<file path="src/rtl/sanf_pkg.sv">
`timescale 1ns / 1ps
`default_nettype none
// -----------------------------------------------------------------------------
// sanf_pkg: shared types and constants for the next-fit slot allocator
// Slot table depth, field widths, opcode and status codes, sequencer states.
// -----------------------------------------------------------------------------
package sanf_pkg;

  // table geometry
  localparam int SLOTS = 64;
  localparam int IDX_W = $clog2(SLOTS);
  localparam int CNT_W = $clog2(SLOTS + 1);

  // request and response field widths
  localparam int OP_W      = 2;
  localparam int SLOT_IN_W = 16;
  localparam int STATUS_W  = 2;
  localparam int GRANT_W   = 6;
  localparam int COUNT_W   = 7;

  // table limits in the widths where they are compared
  localparam logic [SLOT_IN_W-1:0] SLOTS_LIM = SLOT_IN_W'(SLOTS);
  localparam logic [CNT_W-1:0]     SLOTS_CNT = CNT_W'(SLOTS);
  localparam logic [IDX_W-1:0]     LAST_IDX  = IDX_W'(SLOTS - 1);

  typedef enum logic [OP_W-1:0] {
    OP_ALLOC = 2'd0,
    OP_FREE  = 2'd1,
    OP_QUERY = 2'd2,
    OP_NOP   = 2'd3
  } op_t;

  typedef enum logic [STATUS_W-1:0] {
    ST_OK     = 2'd0,
    ST_NONE   = 2'd1,
    ST_RANGE  = 2'd2,
    ST_UNUSED = 2'd3
  } status_t;

  typedef enum logic [2:0] {
    S_CLEAR,
    S_IDLE,
    S_OP,
    S_SCAN,
    S_DONE
  } state_t;

  typedef struct packed {
    status_t              status;
    logic [GRANT_W-1:0]   granted_slot;
    logic                 slot_used;
    logic [COUNT_W-1:0]   used_count;
  } result_t;

endpackage
`default_nettype wire

</file>
<file path="src/rtl/sanf_req_if.sv">
`timescale 1ns / 1ps
`default_nettype none
// -----------------------------------------------------------------------------
// sanf_req_if: request channel
// Valid/ready handshake carrying an opcode and a slot index.
// -----------------------------------------------------------------------------
interface sanf_req_if;
  logic                            valid;
  logic                            ready;
  logic [sanf_pkg::OP_W-1:0]       opcode;
  logic [sanf_pkg::SLOT_IN_W-1:0]  slot_index;

  modport source (output valid, opcode, slot_index, input ready);
  modport sink   (input valid, opcode, slot_index, output ready);
endinterface
`default_nettype wire

</file>
<file path="src/rtl/sanf_rsp_if.sv">
`timescale 1ns / 1ps
`default_nettype none
// -----------------------------------------------------------------------------
// sanf_rsp_if: response channel
// Valid/ready handshake carrying status, granted slot, occupancy and count.
// -----------------------------------------------------------------------------
interface sanf_rsp_if;
  logic                           valid;
  logic                           ready;
  logic [sanf_pkg::STATUS_W-1:0]  status;
  logic [sanf_pkg::GRANT_W-1:0]   granted_slot;
  logic                           slot_used;
  logic [sanf_pkg::COUNT_W-1:0]   used_count;

  modport source (output valid, status, granted_slot, slot_used, used_count, input ready);
  modport sink   (input valid, status, granted_slot, slot_used, used_count, output ready);
endinterface
`default_nettype wire

</file>
<file path="src/rtl/sanf_ram.sv">
`timescale 1ns / 1ps
`default_nettype none
// -----------------------------------------------------------------------------
// sanf_ram: generic single-write, single-read RAM
// One write port and one read port with registered read data.
// -----------------------------------------------------------------------------
module sanf_ram #(
  parameter int WIDTH = 1,
  parameter int DEPTH = 64
) (
  input  wire logic                      clk,
  input  wire logic                      we,
  input  wire logic [$clog2(DEPTH)-1:0]  waddr,
  input  wire logic [WIDTH-1:0]          wdata,
  input  wire logic                      re,
  input  wire logic [$clog2(DEPTH)-1:0]  raddr,
  output logic      [WIDTH-1:0]          rdata
);

  logic [WIDTH-1:0] mem [DEPTH];

  // write port
  always_ff @(posedge clk) begin
    if (we) begin
      mem[waddr] <= wdata;
    end
  end

  // registered read port
  always_ff @(posedge clk) begin
    if (re) begin
      rdata <= mem[raddr];
    end
  end

endmodule
`default_nettype wire

</file>
<file path="src/rtl/sanf_ctrl.sv">
`timescale 1ns / 1ps
`default_nettype none
// -----------------------------------------------------------------------------
// sanf_ctrl: allocator sequencer
// Clears the occupancy RAM after reset, executes one request at a time and
// scans the RAM one entry per cycle for the next free slot after an allocate.
// -----------------------------------------------------------------------------
module sanf_ctrl (
  input  wire logic                            clk,
  input  wire logic                            rst_n,
  // request side
  input  wire logic                            req_valid,
  input  wire logic [sanf_pkg::OP_W-1:0]       req_opcode,
  input  wire logic [sanf_pkg::SLOT_IN_W-1:0]  req_slot_index,
  output logic                                 req_ready,
  // result side
  output logic                                 done_o,
  input  wire logic                            ack_i,
  output sanf_pkg::result_t                    res_o,
  // occupancy RAM
  output logic                                 ram_we,
  output logic [sanf_pkg::IDX_W-1:0]           ram_waddr,
  output logic                                 ram_wdata,
  output logic                                 ram_re,
  output logic [sanf_pkg::IDX_W-1:0]           ram_raddr,
  input  wire logic                            ram_rdata
);

  sanf_pkg::state_t                   state_r, state_nxt;
  sanf_pkg::op_t                      op_r, op_nxt;
  logic [sanf_pkg::SLOT_IN_W-1:0]     idx_r, idx_nxt;
  logic [sanf_pkg::IDX_W-1:0]         hint_r, hint_nxt;
  logic                               hint_vld_r, hint_vld_nxt;
  logic [sanf_pkg::CNT_W-1:0]         count_r, count_nxt;
  logic [sanf_pkg::IDX_W-1:0]         scan_addr_r, scan_addr_nxt;
  logic [sanf_pkg::CNT_W-1:0]         scan_cnt_r, scan_cnt_nxt;
  logic                               chk_vld_r, chk_vld_nxt;
  logic [sanf_pkg::IDX_W-1:0]         chk_addr_r, chk_addr_nxt;
  sanf_pkg::status_t                  status_r, status_nxt;
  logic [sanf_pkg::GRANT_W-1:0]       granted_r, granted_nxt;
  logic                               used_r, used_nxt;

  logic                               accept;
  logic                               idx_ok;
  logic                               alloc_fail;
  logic [sanf_pkg::IDX_W-1:0]         scan_start;
  logic                               scan_issue;
  logic                               found;
  logic                               exhausted;

  // status decode
  assign accept     = req_valid && req_ready;
  assign idx_ok     = (idx_r < sanf_pkg::SLOTS_LIM);
  assign alloc_fail = (count_r >= sanf_pkg::SLOTS_CNT) || !hint_vld_r;
  assign scan_start = hint_vld_r ? hint_r : '0;
  assign scan_issue = (state_r == sanf_pkg::S_SCAN) && (scan_cnt_r != sanf_pkg::SLOTS_CNT);
  assign found      = (state_r == sanf_pkg::S_SCAN) && chk_vld_r && !ram_rdata;
  assign exhausted  = (state_r == sanf_pkg::S_SCAN) && chk_vld_r && ram_rdata &&
                      (scan_cnt_r == sanf_pkg::SLOTS_CNT);

  // next state
  always_comb begin
    state_nxt = state_r;
    unique case (state_r)
      sanf_pkg::S_CLEAR: begin
        if (scan_addr_r == sanf_pkg::LAST_IDX) state_nxt = sanf_pkg::S_IDLE;
      end
      sanf_pkg::S_IDLE: begin
        if (accept) state_nxt = sanf_pkg::S_OP;
      end
      sanf_pkg::S_OP: begin
        state_nxt = (op_r == sanf_pkg::OP_ALLOC) ? sanf_pkg::S_SCAN : sanf_pkg::S_DONE;
      end
      sanf_pkg::S_SCAN: begin
        if (found || exhausted) state_nxt = sanf_pkg::S_DONE;
      end
      sanf_pkg::S_DONE: begin
        if (ack_i) state_nxt = sanf_pkg::S_IDLE;
      end
      default: state_nxt = sanf_pkg::S_IDLE;
    endcase
  end

  // handshake and RAM port controls
  always_comb begin
    req_ready = (state_r == sanf_pkg::S_IDLE);
    done_o    = (state_r == sanf_pkg::S_DONE);
    ram_we    = 1'b0;
    ram_waddr = scan_addr_r;
    ram_wdata = 1'b0;
    ram_re    = 1'b0;
    ram_raddr = scan_addr_r;
    priority if (state_r == sanf_pkg::S_CLEAR) begin
      ram_we = 1'b1;
    end else if (state_r == sanf_pkg::S_OP && op_r == sanf_pkg::OP_ALLOC) begin
      ram_we    = !alloc_fail;
      ram_waddr = hint_r;
      ram_wdata = 1'b1;
    end else if (state_r == sanf_pkg::S_OP && op_r == sanf_pkg::OP_FREE) begin
      ram_we    = idx_ok && ram_rdata;
      ram_waddr = idx_r[sanf_pkg::IDX_W-1:0];
    end else if (state_r == sanf_pkg::S_IDLE) begin
      ram_re    = accept;
      ram_raddr = req_slot_index[sanf_pkg::IDX_W-1:0];
    end else if (state_r == sanf_pkg::S_SCAN) begin
      ram_re = scan_issue;
    end else begin
      ram_re = 1'b0;
    end
  end

  // datapath next values
  always_comb begin
    op_nxt        = op_r;
    idx_nxt       = idx_r;
    hint_nxt      = hint_r;
    hint_vld_nxt  = hint_vld_r;
    count_nxt     = count_r;
    scan_addr_nxt = scan_addr_r;
    scan_cnt_nxt  = scan_cnt_r;
    chk_vld_nxt   = chk_vld_r;
    chk_addr_nxt  = chk_addr_r;
    status_nxt    = status_r;
    granted_nxt   = granted_r;
    used_nxt      = used_r;
    unique case (state_r)
      sanf_pkg::S_CLEAR: begin
        scan_addr_nxt = scan_addr_r + sanf_pkg::IDX_W'(1);
      end
      sanf_pkg::S_IDLE: begin
        if (accept) begin
          op_nxt      = sanf_pkg::op_t'(req_opcode);
          idx_nxt     = req_slot_index;
          status_nxt  = sanf_pkg::ST_OK;
          granted_nxt = '0;
          used_nxt    = 1'b0;
        end
      end
      sanf_pkg::S_OP: begin
        unique case (op_r)
          sanf_pkg::OP_ALLOC: begin
            scan_addr_nxt = scan_start;
            scan_cnt_nxt  = '0;
            chk_vld_nxt   = 1'b0;
            if (alloc_fail) begin
              status_nxt = sanf_pkg::ST_NONE;
            end else begin
              granted_nxt = sanf_pkg::GRANT_W'(hint_r);
              count_nxt   = count_r + sanf_pkg::CNT_W'(1);
            end
          end
          sanf_pkg::OP_FREE: begin
            if (!idx_ok) begin
              status_nxt = sanf_pkg::ST_RANGE;
            end else if (!ram_rdata) begin
              status_nxt = sanf_pkg::ST_UNUSED;
            end else begin
              if (count_r != '0) count_nxt = count_r - sanf_pkg::CNT_W'(1);
              if (!hint_vld_r) begin
                hint_nxt     = idx_r[sanf_pkg::IDX_W-1:0];
                hint_vld_nxt = 1'b1;
              end
            end
          end
          sanf_pkg::OP_QUERY: begin
            if (!idx_ok) status_nxt = sanf_pkg::ST_RANGE;
            else         used_nxt   = ram_rdata;
          end
          sanf_pkg::OP_NOP: begin
            status_nxt = sanf_pkg::ST_OK;
          end
        endcase
      end
      sanf_pkg::S_SCAN: begin
        // read one entry a cycle, wrapping at the top of the table
        chk_vld_nxt  = scan_issue;
        chk_addr_nxt = scan_addr_r;
        if (scan_issue) begin
          scan_cnt_nxt  = scan_cnt_r + sanf_pkg::CNT_W'(1);
          scan_addr_nxt = (scan_addr_r == sanf_pkg::LAST_IDX) ? '0 :
                          scan_addr_r + sanf_pkg::IDX_W'(1);
        end
        // check the entry read last cycle
        if (found) begin
          hint_nxt     = chk_addr_r;
          hint_vld_nxt = 1'b1;
          chk_vld_nxt  = 1'b0;
        end else if (exhausted) begin
          hint_vld_nxt = 1'b0;
          chk_vld_nxt  = 1'b0;
        end
      end
      sanf_pkg::S_DONE: begin
        chk_vld_nxt = 1'b0;
      end
      default: begin
        chk_vld_nxt = 1'b0;
      end
    endcase
  end

  // control registers
  always_ff @(posedge clk) begin
    if (!rst_n) begin
      state_r     <= sanf_pkg::S_CLEAR;
      hint_r      <= '0;
      hint_vld_r  <= 1'b1;
      count_r     <= '0;
      scan_addr_r <= '0;
      scan_cnt_r  <= '0;
      chk_vld_r   <= 1'b0;
    end else begin
      state_r     <= state_nxt;
      hint_r      <= hint_nxt;
      hint_vld_r  <= hint_vld_nxt;
      count_r     <= count_nxt;
      scan_addr_r <= scan_addr_nxt;
      scan_cnt_r  <= scan_cnt_nxt;
      chk_vld_r   <= chk_vld_nxt;
    end
  end

  // payload registers
  always_ff @(posedge clk) begin
    op_r       <= op_nxt;
    idx_r      <= idx_nxt;
    chk_addr_r <= chk_addr_nxt;
    status_r   <= status_nxt;
    granted_r  <= granted_nxt;
    used_r     <= used_nxt;
  end

  assign res_o = '{status:       status_r,
                   granted_slot: granted_r,
                   slot_used:    used_r,
                   used_count:   sanf_pkg::COUNT_W'(count_r)};

endmodule
`default_nettype wire

</file>
<file path="src/rtl/slot_allocator_next_fit_unit.sv">
`timescale 1ns / 1ps
`default_nettype none
// Timing: free, query and no-op pass from the request through the S_OP and S_DONE
//   states to the result register; allocate also runs the next-free scan in
//   S_SCAN, which reads the occupancy RAM one entry per cycle.
// Flow: one request at a time; ready returns once the result is loaded.
// Reset: synchronous, active low; a clearing pass zeroes the RAM first.
// -----------------------------------------------------------------------------
// slot_allocator_next_fit_unit: next-fit free slot allocator
// Occupancy table in a RAM, sequencer with a shared scan, result register.
// -----------------------------------------------------------------------------
module slot_allocator_next_fit_unit (
  input  wire logic    clk,
  input  wire logic    rst_n,
  sanf_req_if.sink     in_req,
  sanf_rsp_if.source   out_rsp
);

  logic                          done;
  logic                          load;
  sanf_pkg::result_t             res;
  logic                          ram_we;
  logic [sanf_pkg::IDX_W-1:0]    ram_waddr;
  logic                          ram_wdata;
  logic                          ram_re;
  logic [sanf_pkg::IDX_W-1:0]    ram_raddr;
  logic                          ram_rdata;
  logic                          out_vld_r, out_vld_nxt;
  sanf_pkg::result_t             out_res_r;

  sanf_ctrl u_ctrl (
    .clk            (clk),
    .rst_n          (rst_n),
    .req_valid      (in_req.valid),
    .req_opcode     (in_req.opcode),
    .req_slot_index (in_req.slot_index),
    .req_ready      (in_req.ready),
    .done_o         (done),
    .ack_i          (load),
    .res_o          (res),
    .ram_we         (ram_we),
    .ram_waddr      (ram_waddr),
    .ram_wdata      (ram_wdata),
    .ram_re         (ram_re),
    .ram_raddr      (ram_raddr),
    .ram_rdata      (ram_rdata)
  );

  sanf_ram #(
    .WIDTH (1),
    .DEPTH (sanf_pkg::SLOTS)
  ) u_occ_ram (
    .clk   (clk),
    .we    (ram_we),
    .waddr (ram_waddr),
    .wdata (ram_wdata),
    .re    (ram_re),
    .raddr (ram_raddr),
    .rdata (ram_rdata)
  );

  // result register loads when empty or being drained
  assign load = done && (!out_vld_r || out_rsp.ready);

  always_comb begin
    out_vld_nxt = out_vld_r;
    if (load)                    out_vld_nxt = 1'b1;
    else if (out_rsp.ready)      out_vld_nxt = 1'b0;
  end

  always_ff @(posedge clk) begin
    if (!rst_n) begin
      out_vld_r <= 1'b0;
    end else begin
      out_vld_r <= out_vld_nxt;
    end
  end

  always_ff @(posedge clk) begin
    if (load) begin
      out_res_r <= res;
    end
  end

  assign out_rsp.valid        = out_vld_r;
  assign out_rsp.status       = out_res_r.status;
  assign out_rsp.granted_slot = out_res_r.granted_slot;
  assign out_rsp.slot_used    = out_res_r.slot_used;
  assign out_rsp.used_count   = out_res_r.used_count;

endmodule
`default_nettype wire

</file>
<file path="src/flat_wrapper.sv">
// flat-port wrapper written by rule: the top's interface ports become plain ports
module slot_allocator_next_fit_unit_flat 
  (clk, rst_n, in_req_valid, in_req_opcode, in_req_slot_index, in_req_ready, out_rsp_valid, out_rsp_status, out_rsp_granted_slot, out_rsp_slot_used, out_rsp_used_count, out_rsp_ready);
  sanf_req_if in_req_i ();
  sanf_rsp_if out_rsp_i ();
  input  wire logic clk;
  input  wire logic rst_n;
  input wire logic [$bits(in_req_i.valid)-1:0] in_req_valid;
  input wire logic [$bits(in_req_i.opcode)-1:0] in_req_opcode;
  input wire logic [$bits(in_req_i.slot_index)-1:0] in_req_slot_index;
  output wire logic [$bits(in_req_i.ready)-1:0] in_req_ready;
  output wire logic [$bits(out_rsp_i.valid)-1:0] out_rsp_valid;
  output wire logic [$bits(out_rsp_i.status)-1:0] out_rsp_status;
  output wire logic [$bits(out_rsp_i.granted_slot)-1:0] out_rsp_granted_slot;
  output wire logic [$bits(out_rsp_i.slot_used)-1:0] out_rsp_slot_used;
  output wire logic [$bits(out_rsp_i.used_count)-1:0] out_rsp_used_count;
  input wire logic [$bits(out_rsp_i.ready)-1:0] out_rsp_ready;
  assign in_req_i.valid = in_req_valid;
  assign in_req_i.opcode = in_req_opcode;
  assign in_req_i.slot_index = in_req_slot_index;
  assign in_req_ready = in_req_i.ready;
  assign out_rsp_valid = out_rsp_i.valid;
  assign out_rsp_status = out_rsp_i.status;
  assign out_rsp_granted_slot = out_rsp_i.granted_slot;
  assign out_rsp_slot_used = out_rsp_i.slot_used;
  assign out_rsp_used_count = out_rsp_i.used_count;
  assign out_rsp_i.ready = out_rsp_ready;
  slot_allocator_next_fit_unit u_core (.clk(clk), .rst_n(rst_n), .in_req(in_req_i), .out_rsp(out_rsp_i));
endmodule
</file>
<file path="config.mk">
export PLATFORM = sky130hd
export DESIGN_NAME = slot_allocator_next_fit_unit_flat
export DESIGN_NICKNAME = d
export VERILOG_FILES = /design/src/rtl/sanf_pkg.sv /design/src/rtl/sanf_req_if.sv /design/src/rtl/sanf_rsp_if.sv /design/src/rtl/sanf_ram.sv /design/src/rtl/sanf_ctrl.sv /design/src/rtl/slot_allocator_next_fit_unit.sv /design/src/flat_wrapper.sv
export SDC_FILE = /design/constraint.sdc
export NUM_CORES = 1
export LEC_CHECK = 0
export ABC_AREA = 1
export BUFFER_PORTS_ARGS = -buffer_cell sky130_fd_sc_hd__buf_2
export CORE_MARGIN = 2
export CORE_UTILIZATION = 35
export DETAILED_ROUTE_END_ITERATION = 16
export GPL_ROUTABILITY_DRIVEN = 0
export SYNTH_ARGS = -nofsm -noshare
export SYNTH_HDL_FRONTEND = slang
export SYNTH_SLANG_ARGS = --single-unit
</file>
<file path="constraint.sdc">
create_clock -name clk -period 4.5 [get_ports clk]
set_input_delay 0.9 -clock clk [delete_from_list [all_inputs] [get_ports clk]]
set_output_delay 0.9 -clock clk [all_outputs]
set_load 0.01 [all_outputs]
</file>
==> impl_summary.log <==
[metrics] syn avg cell area: roughly 9.3 um^2
[metrics] fraction of final layout cells with drive strength greater than 1: 0.146
[metrics] simple logic cell fraction of the synthesized area: 0.230
[metrics] number of enable-type register cells in the synthesized netlist: 114
[metrics] share of flip-flops with an asynchronous set or reset: 0
[metrics] dominant combinational cell family by area after synthesis: simple AND/OR/NAND/NOR gates
[metrics] share of the synthesized area in the top cell type: 0.486
[metrics] chip height: 146 um
[metrics] kind of critical path: register to register
[metrics] H-tree levels: 4
[metrics] hold path startpoint: u_core.u_ctrl.granted_r[1]$_SDFFCE_PP0P_
[metrics] power share of the combinational group: 0.050
[metrics] parity-gate share of the synthesized area counting xor and xnor cells: 0.00746
[metrics] Clock power frac: 0.462
[metrics] highest-delay cell along the critical path: sky130_fd_sc_hd__inv_4
[metrics] largest net degree at the start of global routing: 74
[metrics] CP peak stage delay: 0.52 ns
[metrics] worst hold slack: ~0.42 ns
[metrics] Rel. slew slack: 0.329
[metrics] part of the cycle the worst path needs: 0.637
[metrics] maximum fanout along the worst path: 73
[metrics] run status: completed
[metrics] area taken by multi-input logic gates: 2430 um^2
[metrics] worst hold path depth: 0
[metrics] post-layout net count: roughly 830
[metrics] post-detailed-route count of antenna-violating nets: 0
[metrics] core box area: slightly below 20000 um^2
[metrics] mean routed wirelength per cell: 14.7 um
[metrics] total leakage power: around 3.2 nW
[metrics] post-cts hold buffer count: 0
[metrics] net switching share of the total power: 0.224
[metrics] Primary FF master, synth: sky130_fd_sc_hd__edfxtp_1
[metrics] number of global-route vias before repair: 5027
[metrics] Setup crit start kind: register
[metrics] worst clock skew on the final layout: 0.0124 ns
[metrics] final period demand of the worst path: 2.87 ns
[metrics] Yosys warning count: 0
[metrics] reg-to-reg setup timing slack: approximately 1.6 ns
[metrics] Antenna Diode Count: 0
[metrics] net load switching power: 0.664 mW
[metrics] final HPWL from detailed placement: 10.5 mm
[metrics] number of vias per cell: between 4 and 5
[metrics] die span in x: between 100 and 150 um
[metrics] Tightest Hold Check Type: register to register
[metrics] number of antenna violations at the first check in global routing: 0
[metrics] CTS tree: yes
[metrics] Die ar.: approximately 21000 um^2
[metrics] Gate Count Post-Synth: roughly 760
[metrics] overall overflow remaining after global route: 0
[metrics] number of maximum-capacitance violations: 0
[metrics] Detailed Route WL: 15.8 mm
[metrics] area taken by flip-flops and latches: 4060 um^2
[metrics] hold worst-path end: u_core.out_rsp.granted_slot[1]$_DFFE_PP_
[metrics] VDD IR max: 0.000201 V
[metrics] hold violation total from the final report: 0
[metrics] Cell Chain, Critical Path: inv_1 -> ha_1 -> nand2_8 -> inv_4 -> nand3_1 -> nand3_4 -> nand3_2 -> nor2_1
[metrics] final standard cell utilization of the core: 0.412
[metrics] sequential fraction of the synthesis area: 0.577
[metrics] unrepaired setup endpoints after global routing: no
[metrics] Int Pwr: 2.31 mW
[metrics] Post-CTS Repair Setup Buffers: 0
[metrics] global-route wire length before repair: 25.8 mm
[metrics] top cells by area, synth: sky130_fd_sc_hd__edfxtp_1, sky130_fd_sc_hd__dfxtp_1, sky130_fd_sc_hd__nand2_1
[metrics] TritonCTS Sinks: 146
[metrics] Non-Filler Instances: between 1k and 1.5k
[metrics] Distinct cells, synth: 43
[metrics] critical path endpoint category: register
[metrics] Cell Area, Synth: 7050 um^2
[metrics] Yosys top cell by area: sky130_fd_sc_hd__edfxtp_1
[metrics] number of vias in the routed layout: 5174
[metrics] clk_lat worst skew: 0.42 ns
[metrics] Final setup viols: 0
[metrics] adder and majority cell fraction of the synthesized area: 0.0224
[metrics] number of placed instances with taps included: approximately 1.0k
[metrics] Slew @ Worst Pin: 1.00 ns
[metrics] post-synthesis mux area share: 0
[metrics] drt pass-1 iters: 5
[metrics] maximum clock rate: 0.349 GHz
[metrics] number of buffers between clock root and the deepest sink: 2
[metrics] area added between synthesis and finish: 14.5%
[metrics] Total Power Consumption: 2.97 mW
[metrics] syn nets: 791
[metrics] io pins: 40
[metrics] worst r2r path cells: 8
[metrics] DRC Markers: 0
[metrics] synthesized flop and latch total: 146
[metrics] TritonCTS buffer count: 17
[metrics] library cell used as clock root buffer: sky130_fd_sc_hd__clkbuf_16
[metrics] First DRT Iteration DRCs: ~430
[metrics] global-route total usage across every layer: 0.153
[metrics] setup_tns: 0 ns
[metrics] startpoint of the most critical register-to-register path: u_core.u_ctrl.op_r[0]$_DFFE_PP_
[metrics] worst path arrival time: approximately 3 ns
[metrics] endpoint of the lowest-slack register-to-register path: u_core.u_occ_ram.mem[44]$_DFFE_PP_
[metrics] share of total power in sequential cells: 0.488
[metrics] initial standard-cell utilization of the core: 0.360
[metrics] Reg clk slew, reported paths: ~0.060 ns
[metrics] power density relative to cell area: ~370 nW/um^2
[metrics] Port Buffers: 39
[metrics] Crit path required time: around 4.6 ns
[metrics] PostCTS Resize Cnt: 0
[metrics] Core Rows: 51
[metrics] number of inserted filler cells in the final layout: 1986
[metrics] fraction of the mapped netlist area in compound gates: 0.0850
[metrics] max-slew violation count: 0
per-layer routing:
metal	up-vias	global-route usage	routed length [um]
li1	2604	-	-
met1	2421	0.189	7030
met2	132	0.268	7880
met3	17	0.0310	677
met5	-	0	0
met4	0	0.0466	236
power by group through the flow:
stage               clock network, mW  registers, mW  logic [mW]
floorplan                           0           1.48       0.104
global placement                    0           1.48       0.148
detailed placement                  0           1.48       0.148
CTS                              1.39           1.45       0.149
global route                     1.46           1.45       0.167
finish                           1.37           1.45       0.149
state kept, by name (all words and copies together), names as in the netlist, 6 cells and up:
| register | count |
|---|---|
| u_core.out_rsp.granted_slot | 6 |
| u_core.u_ctrl.count_r | 7 |
| u_core.u_occ_ram.mem | 64 |
| u_core.u_ctrl.idx_r | 16 |
| u_core.out_rsp.used_count | 7 |
| u_core.u_ctrl.chk_addr_r | 6 |
| u_core.u_ctrl.granted_r | 6 |
| u_core.u_ctrl.scan_addr_r | 6 |
| u_core.u_ctrl.hint_r | 6 |
| u_core.u_ctrl.scan_cnt_r | 7 |
cells in the final DEF, fill, tap and decap left out, types with 3 or more instances in the layout:
cell type                      n
sky130_fd_sc_hd__nand2_1     125
sky130_fd_sc_hd__edfxtp_1    114
sky130_fd_sc_hd__inv_1       111
sky130_fd_sc_hd__nor2_1      100
sky130_fd_sc_hd__nand3_1      77
sky130_fd_sc_hd__buf_2        39
sky130_fd_sc_hd__a21oi_1      38
sky130_fd_sc_hd__o21ai_0      32
sky130_fd_sc_hd__dfxtp_1      32
sky130_fd_sc_hd__clkbuf_16    17
sky130_fd_sc_hd__nor3_1       11
sky130_fd_sc_hd__ha_1         11
sky130_fd_sc_hd__inv_2         9
sky130_fd_sc_hd__a31oi_1       9
sky130_fd_sc_hd__nand3_2       8
sky130_fd_sc_hd__o21ai_2       8
sky130_fd_sc_hd__o21ai_1       7
sky130_fd_sc_hd__nand4_1       6
sky130_fd_sc_hd__nand2_2       6
sky130_fd_sc_hd__clkinvlp_4    5
sky130_fd_sc_hd__xnor2_1       4
sky130_fd_sc_hd__clkinv_2      3
sky130_fd_sc_hd__nor2_4        3
sky130_fd_sc_hd__nor2_2        3
sky130_fd_sc_hd__a22oi_1       3
sky130_fd_sc_hd__clkbuf_1      3
synthesized netlist by cell type (3+ instances only):
master                       n
sky130_fd_sc_hd__a22oi_1     3
sky130_fd_sc_hd__edfxtp_1  114
sky130_fd_sc_hd__a21oi_1    38
sky130_fd_sc_hd__inv_2       9
sky130_fd_sc_hd__a31oi_1     9
sky130_fd_sc_hd__nor3_1     11
sky130_fd_sc_hd__nor2_2      3
sky130_fd_sc_hd__nor2_4      3
sky130_fd_sc_hd__o21ai_1     7
sky130_fd_sc_hd__inv_1     111
sky130_fd_sc_hd__o21ai_0    32
sky130_fd_sc_hd__nor2_1    100
sky130_fd_sc_hd__nand2_2     6
sky130_fd_sc_hd__nand2_1   125
sky130_fd_sc_hd__nand3_2     8
sky130_fd_sc_hd__nand3_1    77
sky130_fd_sc_hd__nand4_1     6
sky130_fd_sc_hd__ha_1       11
sky130_fd_sc_hd__buf_2      12
sky130_fd_sc_hd__xnor2_1     4
sky130_fd_sc_hd__dfxtp_1    32
sky130_fd_sc_hd__o21ai_2     8
cells by family (layout without fill, tap and decap cells):
kind of cell,Yosys count,in the layout
and+or+nand+nor,349,349
DFF,146,146
buffers and inverters,140,196
AOI/OAI and AO/OA,104,104
adders and majority gates,12,12
xor gates and xnor gates,6,6
final cells by class:
type / count / area share
Multi-Input combinational cell: 471 / 0.301
Sequential cell: 146 / 0.504
Clock inverter: 12 / 0.0166
Inverter: 123 / 0.0577
Clock buffer: 20 / 0.0541
Timing Repair Buffer: 41 / 0.0261
Tap cell: 265 / 0.0411
metrics by stage:
stage | instance area (um^2) | setup WS [ns]
after global routing | 8070 | 1.36
after global placement | 7500 | 1.63
after floorplan | 7050 | 2.32
after detailed placement | 7500 | 1.58
final | 8070 | 1.63
after CTS | 8070 | 1.62
worst max-delay path, delay by kind of cell (launching register included):
kind,cells,cell delay (ns)
buffers and inverters,2,0.62
AND/OR/NAND/NOR,5,1.20
flip-flops,1,0.41
adder cells (fa/ha/maj),1,0.32
worst max-delay path by stage:
stage	startpoint	to	slack, ns
detailed placement	in_req_slot_index[0]	u_core.u_occ_ram.rdata$_DFFE_PP_	1.58
floorplan	u_core.u_ctrl.op_r[0]$_DFFE_PP_	u_core.u_occ_ram.mem[38]$_DFFE_PP_	2.32
CTS	u_core.u_ctrl.op_r[0]$_DFFE_PP_	u_core.u_occ_ram.mem[44]$_DFFE_PP_	1.62
global route	u_core.u_ctrl.state_r[0]$_SDFFE_PN0P_	u_core.u_occ_ram.rdata$_DFFE_PP_	1.36
finish	u_core.u_ctrl.op_r[0]$_DFFE_PP_	u_core.u_occ_ram.mem[44]$_DFFE_PP_	1.63
global placement	in_req_slot_index[0]	u_core.u_occ_ram.rdata$_DFFE_PP_	1.63
No activity file was read; power rests on OpenSTA's default activity.
